**src/hw/rtl/grs_pkg.sv**
```systemverilog
package grs_pkg;

    // Width of one item's value on both stream sides.
    localparam int DATA_W = 32;

    // Group size register.
    localparam int              GS_W     = 5;
    localparam logic [GS_W-1:0] GS_RESET = 5'd2;

    // Configuration port.
    localparam int PADDR_W = 3;
    localparam int PDATA_W = 32;

    // Register word index, taken from paddr[PADDR_W-1:2].
    localparam logic [PADDR_W-3:0] REG_GROUP_SIZE = 1'b0;

endpackage

```
**src/hw/rtl/group_reverse_stream_top.sv**
```systemverilog
// Reverses a stream of signed 32-bit items in groups of k, where k is the
// group_size register (0 and 1 both act as 1, values above MAX_GROUP act as
// MAX_GROUP). Items are written into a single-port group buffer as they arrive.
// An item that completes a group starts a drain that reads the group back out in
// reverse order. An item flagged with tlast that leaves the group short of k
// starts a drain in arrival order instead. On the output, tlast marks the final
// item of each drained run, and tuser marks the item that ends the whole
// sequence. The closing item of a group of n starts n reads, issued one after
// another from the single buffer port and held off while the output stalls.
// Input tready drops only while reads are still being issued. Results already
// read wait in a read-data stage and an output register, so the next item is
// taken while they drain. The group size must be changed only while the block
// is idle. A change takes effect with the next item: if the buffer already
// holds k or more items, that item empties all of them in reverse.
module group_reverse_stream_top #(
    parameter int MAX_GROUP = 16
) (
    input  logic                                  i_clk,
    input  logic                                  i_rst_n,
    // Input stream
    input  logic                                  i_s_axis_tvalid,
    output logic                                  o_s_axis_tready,
    input  logic signed [grs_pkg::DATA_W-1:0]     i_s_axis_tdata,  // [31:0] value
    input  logic                                  i_s_axis_tlast,  // final_element
    // Output stream
    output logic                                  o_m_axis_tvalid,
    input  logic                                  i_m_axis_tready,
    output logic signed [grs_pkg::DATA_W-1:0]     o_m_axis_tdata,  // [31:0] out_value
    output logic                                  o_m_axis_tlast,  // run_last
    output logic [0:0]                            o_m_axis_tuser,  // [0] sequence_end
    // Configuration port
    input  logic                                  psel,
    input  logic                                  penable,
    input  logic                                  pwrite,
    input  logic [grs_pkg::PADDR_W-1:0]           paddr,
    input  logic [grs_pkg::PDATA_W-1:0]           pwdata,
    output logic [grs_pkg::PDATA_W-1:0]           prdata,
    output logic                                  pready
);
    import grs_pkg::*;

    // Buffer index width, count width (holds MAX_GROUP itself) and a width that
    // holds both the count and the group size register.
    localparam int AW = (MAX_GROUP > 1) ? $clog2(MAX_GROUP) : 1;
    localparam int CW = $clog2(MAX_GROUP + 1);
    localparam int KW = (CW > GS_W) ? CW : GS_W;

    localparam logic ST_IDLE  = 1'b0;
    localparam logic ST_DRAIN = 1'b1;

    // Group buffer.
    logic [DATA_W-1:0] r_mem [MAX_GROUP];
    logic [DATA_W-1:0] r_mem_q;

    // Control state.
    logic            r_state;
    logic            n_state;
    logic [GS_W-1:0] r_group_size;
    logic [AW-1:0]   r_fill;
    logic [AW-1:0]   n_fill;

    // Drain sequencer.
    logic [AW-1:0]   r_rd_addr;
    logic            r_rd_rev;
    logic [CW-1:0]   r_rd_left;
    logic            r_rd_fin;

    // Read-data stage and output register.
    logic              r_s1_vld;
    logic              r_s1_last;
    logic              r_s1_end;
    logic              r_out_vld;
    logic [DATA_W-1:0] r_out_data;
    logic              r_out_last;
    logic              r_out_end;

    logic            w_in_acc;
    logic [KW-1:0]   w_gs;
    logic [KW-1:0]   w_k;
    logic [CW-1:0]   w_n;
    logic            w_full;
    logic            w_emit;
    logic            w_out_free;
    logic            w_s1_free;
    logic            w_s1_move;
    logic            w_issue;
    logic            w_rd_final;
    logic            w_cfg_wr;
    logic            w_cfg_sel;

    // Effective group size: at least one, at most MAX_GROUP.
    always_comb begin
        w_gs = KW'(r_group_size);
        if (w_gs == '0) begin
            w_k = KW'(1);
        end else if (w_gs > KW'(MAX_GROUP)) begin
            w_k = KW'(MAX_GROUP);
        end else begin
            w_k = w_gs;
        end
    end

    assign o_s_axis_tready = (r_state == ST_IDLE);
    assign w_in_acc        = i_s_axis_tvalid && o_s_axis_tready;

    // Fill level once the incoming item has been stored.
    assign w_n    = CW'(r_fill) + CW'(1);
    assign w_full = (KW'(w_n) >= w_k);
    assign w_emit = w_full || i_s_axis_tlast;

    // The output register frees when it is empty or being taken; the read stage
    // frees when it is empty or moving on. A read is issued only into a free slot.
    assign w_out_free = !r_out_vld || i_m_axis_tready;
    assign w_s1_move  = r_s1_vld && w_out_free;
    assign w_s1_free  = !r_s1_vld || w_out_free;
    assign w_issue    = (r_state == ST_DRAIN) && w_s1_free;
    assign w_rd_final = (r_rd_left == CW'(1));

    always_comb begin
        n_state = r_state;
        n_fill  = r_fill;
        case (r_state)
            ST_IDLE: begin
                if (w_in_acc) begin
                    if (w_emit) begin
                        n_state = ST_DRAIN;
                        n_fill  = '0;
                    end else begin
                        n_fill = r_fill + AW'(1);
                    end
                end
            end
            ST_DRAIN: begin
                if (w_issue && w_rd_final) begin
                    n_state = ST_IDLE;
                end
            end
            default: begin
                n_state = ST_IDLE;
            end
        endcase
    end

    // Configuration port.
    assign w_cfg_sel = (paddr[PADDR_W-1:2] == REG_GROUP_SIZE);
    assign w_cfg_wr  = psel && penable && pwrite && pready && w_cfg_sel;
    assign pready    = 1'b1;
    assign prdata    = w_cfg_sel ? PDATA_W'(r_group_size) : '0;

    always_ff @(posedge i_clk) begin
        if (!i_rst_n) begin
            r_state      <= ST_IDLE;
            r_fill       <= '0;
            r_group_size <= GS_RESET;
            r_s1_vld     <= 1'b0;
            r_out_vld    <= 1'b0;
        end else begin
            r_state <= n_state;
            r_fill  <= n_fill;
            if (w_cfg_wr) begin
                r_group_size <= pwdata[GS_W-1:0];
            end
            if (w_issue) begin
                r_s1_vld <= 1'b1;
            end else if (w_s1_move) begin
                r_s1_vld <= 1'b0;
            end
            if (w_s1_move) begin
                r_out_vld <= 1'b1;
            end else if (i_m_axis_tready) begin
                r_out_vld <= 1'b0;
            end
        end
    end

    // Buffer port: writes happen only while idle and reads only while draining,
    // so the two never meet in one cycle.
    always_ff @(posedge i_clk) begin
        if (w_in_acc) begin
            r_mem[r_fill] <= $unsigned(i_s_axis_tdata);
        end
        if (w_issue) begin
            r_mem_q <= r_mem[r_rd_addr];
        end
    end

    // Drain sequencer and payload pipeline.
    always_ff @(posedge i_clk) begin
        if (w_in_acc && w_emit) begin
            // A full group starts from the item just written and walks down;
            // a short final group starts from the oldest item and walks up.
            r_rd_rev  <= w_full;
            r_rd_addr <= w_full ? r_fill : '0;
            r_rd_left <= w_n;
            r_rd_fin  <= i_s_axis_tlast;
        end else if (w_issue) begin
            r_rd_addr <= r_rd_rev ? (r_rd_addr - AW'(1)) : (r_rd_addr + AW'(1));
            r_rd_left <= r_rd_left - CW'(1);
        end
        if (w_issue) begin
            r_s1_last <= w_rd_final;
            r_s1_end  <= w_rd_final && r_rd_fin;
        end
        if (w_s1_move) begin
            r_out_data <= r_mem_q;
            r_out_last <= r_s1_last;
            r_out_end  <= r_s1_end;
        end
    end

    assign o_m_axis_tvalid   = r_out_vld;
    assign o_m_axis_tdata    = $signed(r_out_data);
    assign o_m_axis_tlast    = r_out_last;
    assign o_m_axis_tuser[0] = r_out_end;

endmodule

```
**config.mk**
```make
export PLATFORM = sky130hd
export DESIGN_NAME = group_reverse_stream_top
export DESIGN_NICKNAME = d
export VERILOG_FILES = /design/src/hw/rtl/grs_pkg.sv /design/src/hw/rtl/group_reverse_stream_top.sv
export SDC_FILE = /design/constraint.sdc
export NUM_CORES = 1
export LEC_CHECK = 0
export ABC_AREA = 1
export BUFFER_PORTS_ARGS = -buffer_cell sky130_fd_sc_hd__buf_2
export CORE_MARGIN = 4
export CORE_UTILIZATION = 35
export CTS_BUF_LIST = sky130_fd_sc_hd__clkbuf_2
export CTS_CLUSTER_DIAMETER = 40
export DETAILED_ROUTE_END_ITERATION = 16
export PLACE_DENSITY = 0.57
export SKIP_CTS_REPAIR_TIMING = 1
export SLEW_MARGIN = 20
export SYNTH_ARGS = -nofsm -noshare
export SYNTH_HDL_FRONTEND = slang
export SYNTH_SLANG_ARGS = --single-unit
```
**constraint.sdc**
```tcl
create_clock -name i_clk -period 3.51 [get_ports i_clk]
set_clock_uncertainty 0.2 [all_clocks]
set_input_delay 0.351 -clock i_clk [delete_from_list [all_inputs] [get_ports i_clk]]
set_output_delay 0.351 -clock i_clk [all_outputs]
set_load 0.01 [all_outputs]
```
==> impl_metrics.ini <==
[worst_setup_path]
rr_startpoint = r_fill[0]$_SDFFE_PN0P_
worstSetupPathType = reg2reg
critical_path_arrival_ns = 4.15
critPathSlowestCell = dlygate4sd3_1
cp_cell_sequence = ha_1 -> xor2_1 -> ha_1 -> nand2_1 -> nand2_1 -> nand2_1 -> nand4_1 -> nand2_1 -> buf_4 -> inv_1 -> nor2_1 -> dlygate4sd3_1
rrSetupSlack_ns = 0.41
startpoint_type = register
crit_buf_inv = 3
worstPathMaxFanout = 12
cp.required_ns = 4.56
reg2reg_depth = 12
crit_family = buffers and inverters
timing.rr.end = r_fill[1]$_SDFFE_PN0P_
cpMostUsedCell = nand2_1
cp_slowest_stage_delay_ns = 0.54
cp-end-kind = register

[floorplan]
core_area_um2 = 67800
rows = 95
die_y_um = 270
pin_count = 144
initial_core_util = 0.356
dieArea_um2 = 73100
die_w_um = 270

[sta]
period_share = 0.883
fmax_mhz = 322
slew_viol_final = 0
setup_violations = 0
rsz0062_at_grt = no
whs_ns = 0.183
fin_setup_tns_ns = 0
hold_violations = 0
min_period_ns = 3.10
slew_headroom = 0.409
worstMarginPinSlew_ns = 0.886

[placement]
dp_hpwl_um = 29400
dpl_cell_area_um2 = 25600
place.gp.congestion = 0.764
placed_cells = 2804
numPortBuffers = 86

[cells_and_area]
fin_nets = 2277
finalInstanceArea_um2 = 28000
area_growth_pct = 16.0
drive_gt1_frac = 0.171
stdcell_count = 3164

[pwr]
powerDensity_nw_per_um2 = 607
seqPwrFrac = 0.492
switching_share = 0.319
p_leak_uw = 0.0101
switchingPower_uw = 5420
ir_drop_mv = 0.315
p_clk_frac = 0.286
p_int_uw = 11500
p_comb_frac = 0.222

[outcome]
outcome = completed

[routing]
wl_per_cell_um = 18.8
ant_nets = 0
drtIter0Drc = 1136
avgViaCountPerCell = 4.88
drt-total-wl_um = 59300
vias = 15400
drcViolationCount = 0
firstDrtPassIters = 5

[global_routing]
overflow = 0
grt_pass1_vias = 15000
antenna_found_initial = 3
grt_max_degree = 192
grt_pass1_wl_um = 87800
track_usage = 0.159

[synth]
synth_top_area_share = 0.737
avgSynthCellArea_um2 = 12.6
synth.largest_area_cell = edfxtp_1
synthDistinctLibCells = 24
synth_area_leaders = edfxtp_1 74%, nor2_1 6.9%, nand3_1 4.3%, o21ai_1 2.5%, nand2_1 2.1%
syn_area_um2 = 24100
synthCells = 1911
synth-seq-area-share = 0.746
yosys_warnings = 0
ys_ff_latch = 603

[clock_network]
clock_sinks = 603
h-tree-depth = 4
root_buffer = clkbuf_2
clk-insertion-delay-late_ns = 1.30
cts_inserted_buffers = 156
path_clk_slew_ns = 0.09
cts_tree = built
cts_buffer_depth = 3

[worst_hold_path]
whs_path_depth = 3
whs_endpoint = r_rd_fin$_DFFE_PP_
min_from = i_s_axis_tlast
hold_path.class = in2reg

[job]
max-cap-violations = 0
-- cell usage in the layout, fill, tap and decap left out, drive strengths merged, types with 22 or more instances in the layout --
cell type    count
clkbuf         227
inv             91
nand2          132
nand3          207
o21ai          212
buf            128
dlygate4sd3     99
o211ai          50
nor2           446
edfxtp         591
clkinv          22
conb            28
-- through the flow --
stage | setup slack, ns | power, uW | util
after global routing | 0.131 | 18000 | 0.413
after detailed placement | 0.823 | 12200 | 0.377
after floorplan | 0.565 | 11000 | -
after global placement | 0.847 | 12200 | 0.377
after CTS | 0.769 | 17100 | 0.398
final | 0.409 | 17000 | 0.413
-- metal layers --
metal	global-route usage	routed length, um
met2	0.257	28500
met1	0.205	26000
met5	0	0
met4	0.0568	1180
met3	0.0450	3660
-- area by class of cell --
class	instances	area, um^2
Antenna cell	3	7.51
Clock buffer	227	1140
Clock inverter	31	263
Fill cell	6398	39800
Inverter	87	337
Multi-Input combinational cell	1113	5220
Sequential cell	603	18000
Tap cell	873	1090
Timing Repair Buffer	227	1910
-- cells in the mapped netlist, drive strengths merged --
library cell  count
nand4             2
edfxtp          591
dfxtp            12
o21ai           212
nor3              1
nand2           132
nor2            446
ha               13
clkinv            1
fa                1
a21oi            12
clkbuf           23
xor2              6
inv              86
nand3           207
xnor2             3
buf             111
o211ai           50
conb              2
-- power by group through the flow --
| stage | logic, uW | registers, uW | clock network (uW) |
|---|---|---|---|
| floorplan | 2530 | 8510 | 0 |
| global placement | 3640 | 8510 | 0 |
| detailed placement | 3690 | 8520 | 0 |
| CTS | 3710 | 8350 | 5050 |
| global route | 4200 | 8370 | 5430 |
| finish | 3760 | 8350 | 4850 |
-- state kept, by name, indices dropped and copies added, names as in the netlist, 4 cells and up --
register,cells
r_mem,512
o_m_axis_tdata,32
r_mem_q,32
r_group_size,5
r_rd_left,5
r_fill,4
r_rd_addr,4
-- worst max path at each step --
| stage | start | endpoint | slack (ns) | cells past startpoint |
|---|---|---|---|---|
| after floorplan | r_state$_SDFF_PN0_ | r_mem[10][0]$_DFFE_PP_ | 0.56 | 6 |
| after global placement | r_fill[0]$_SDFFE_PN0P_ | r_rd_addr[3]$_DFFE_PP_ | 0.85 | 9 |
| after detailed placement | r_fill[0]$_SDFFE_PN0P_ | r_rd_addr[3]$_DFFE_PP_ | 0.82 | 9 |
| after CTS | r_group_size[2]$_SDFFE_PN0P_ | prdata[2] | 0.77 | 3 |
| after global routing | r_fill[0]$_SDFFE_PN0P_ | r_fill[1]$_SDFFE_PN0P_ | 0.13 | 12 |
| final | r_fill[0]$_SDFFE_PN0P_ | r_fill[1]$_SDFFE_PN0P_ | 0.41 | 12 |
-- worst register-to-register path, delay by kind of cell (launching register included) --
family | cells | cell delay (ns)
XOR/XNOR | 1 | 0.32
adder cells (fa/ha/maj) | 2 | 0.56
buffers and inverters | 3 | 0.85
AND/OR/NAND/NOR | 6 | 0.65
flip-flops | 1 | 0.48
-- cells by family after synthesis --
group / Yosys count / synth area share
simple gates: 788 / 0.134
fa+ha+maj: 14 / 0.00758
compound gates: 274 / 0.0621
flops: 603 / 0.746
other cells: 2 / 0.000312
buf+inv: 221 / 0.0465
xor+xnor: 9 / 0.00327
Note: power is estimated with default switching activity, not from simulation.
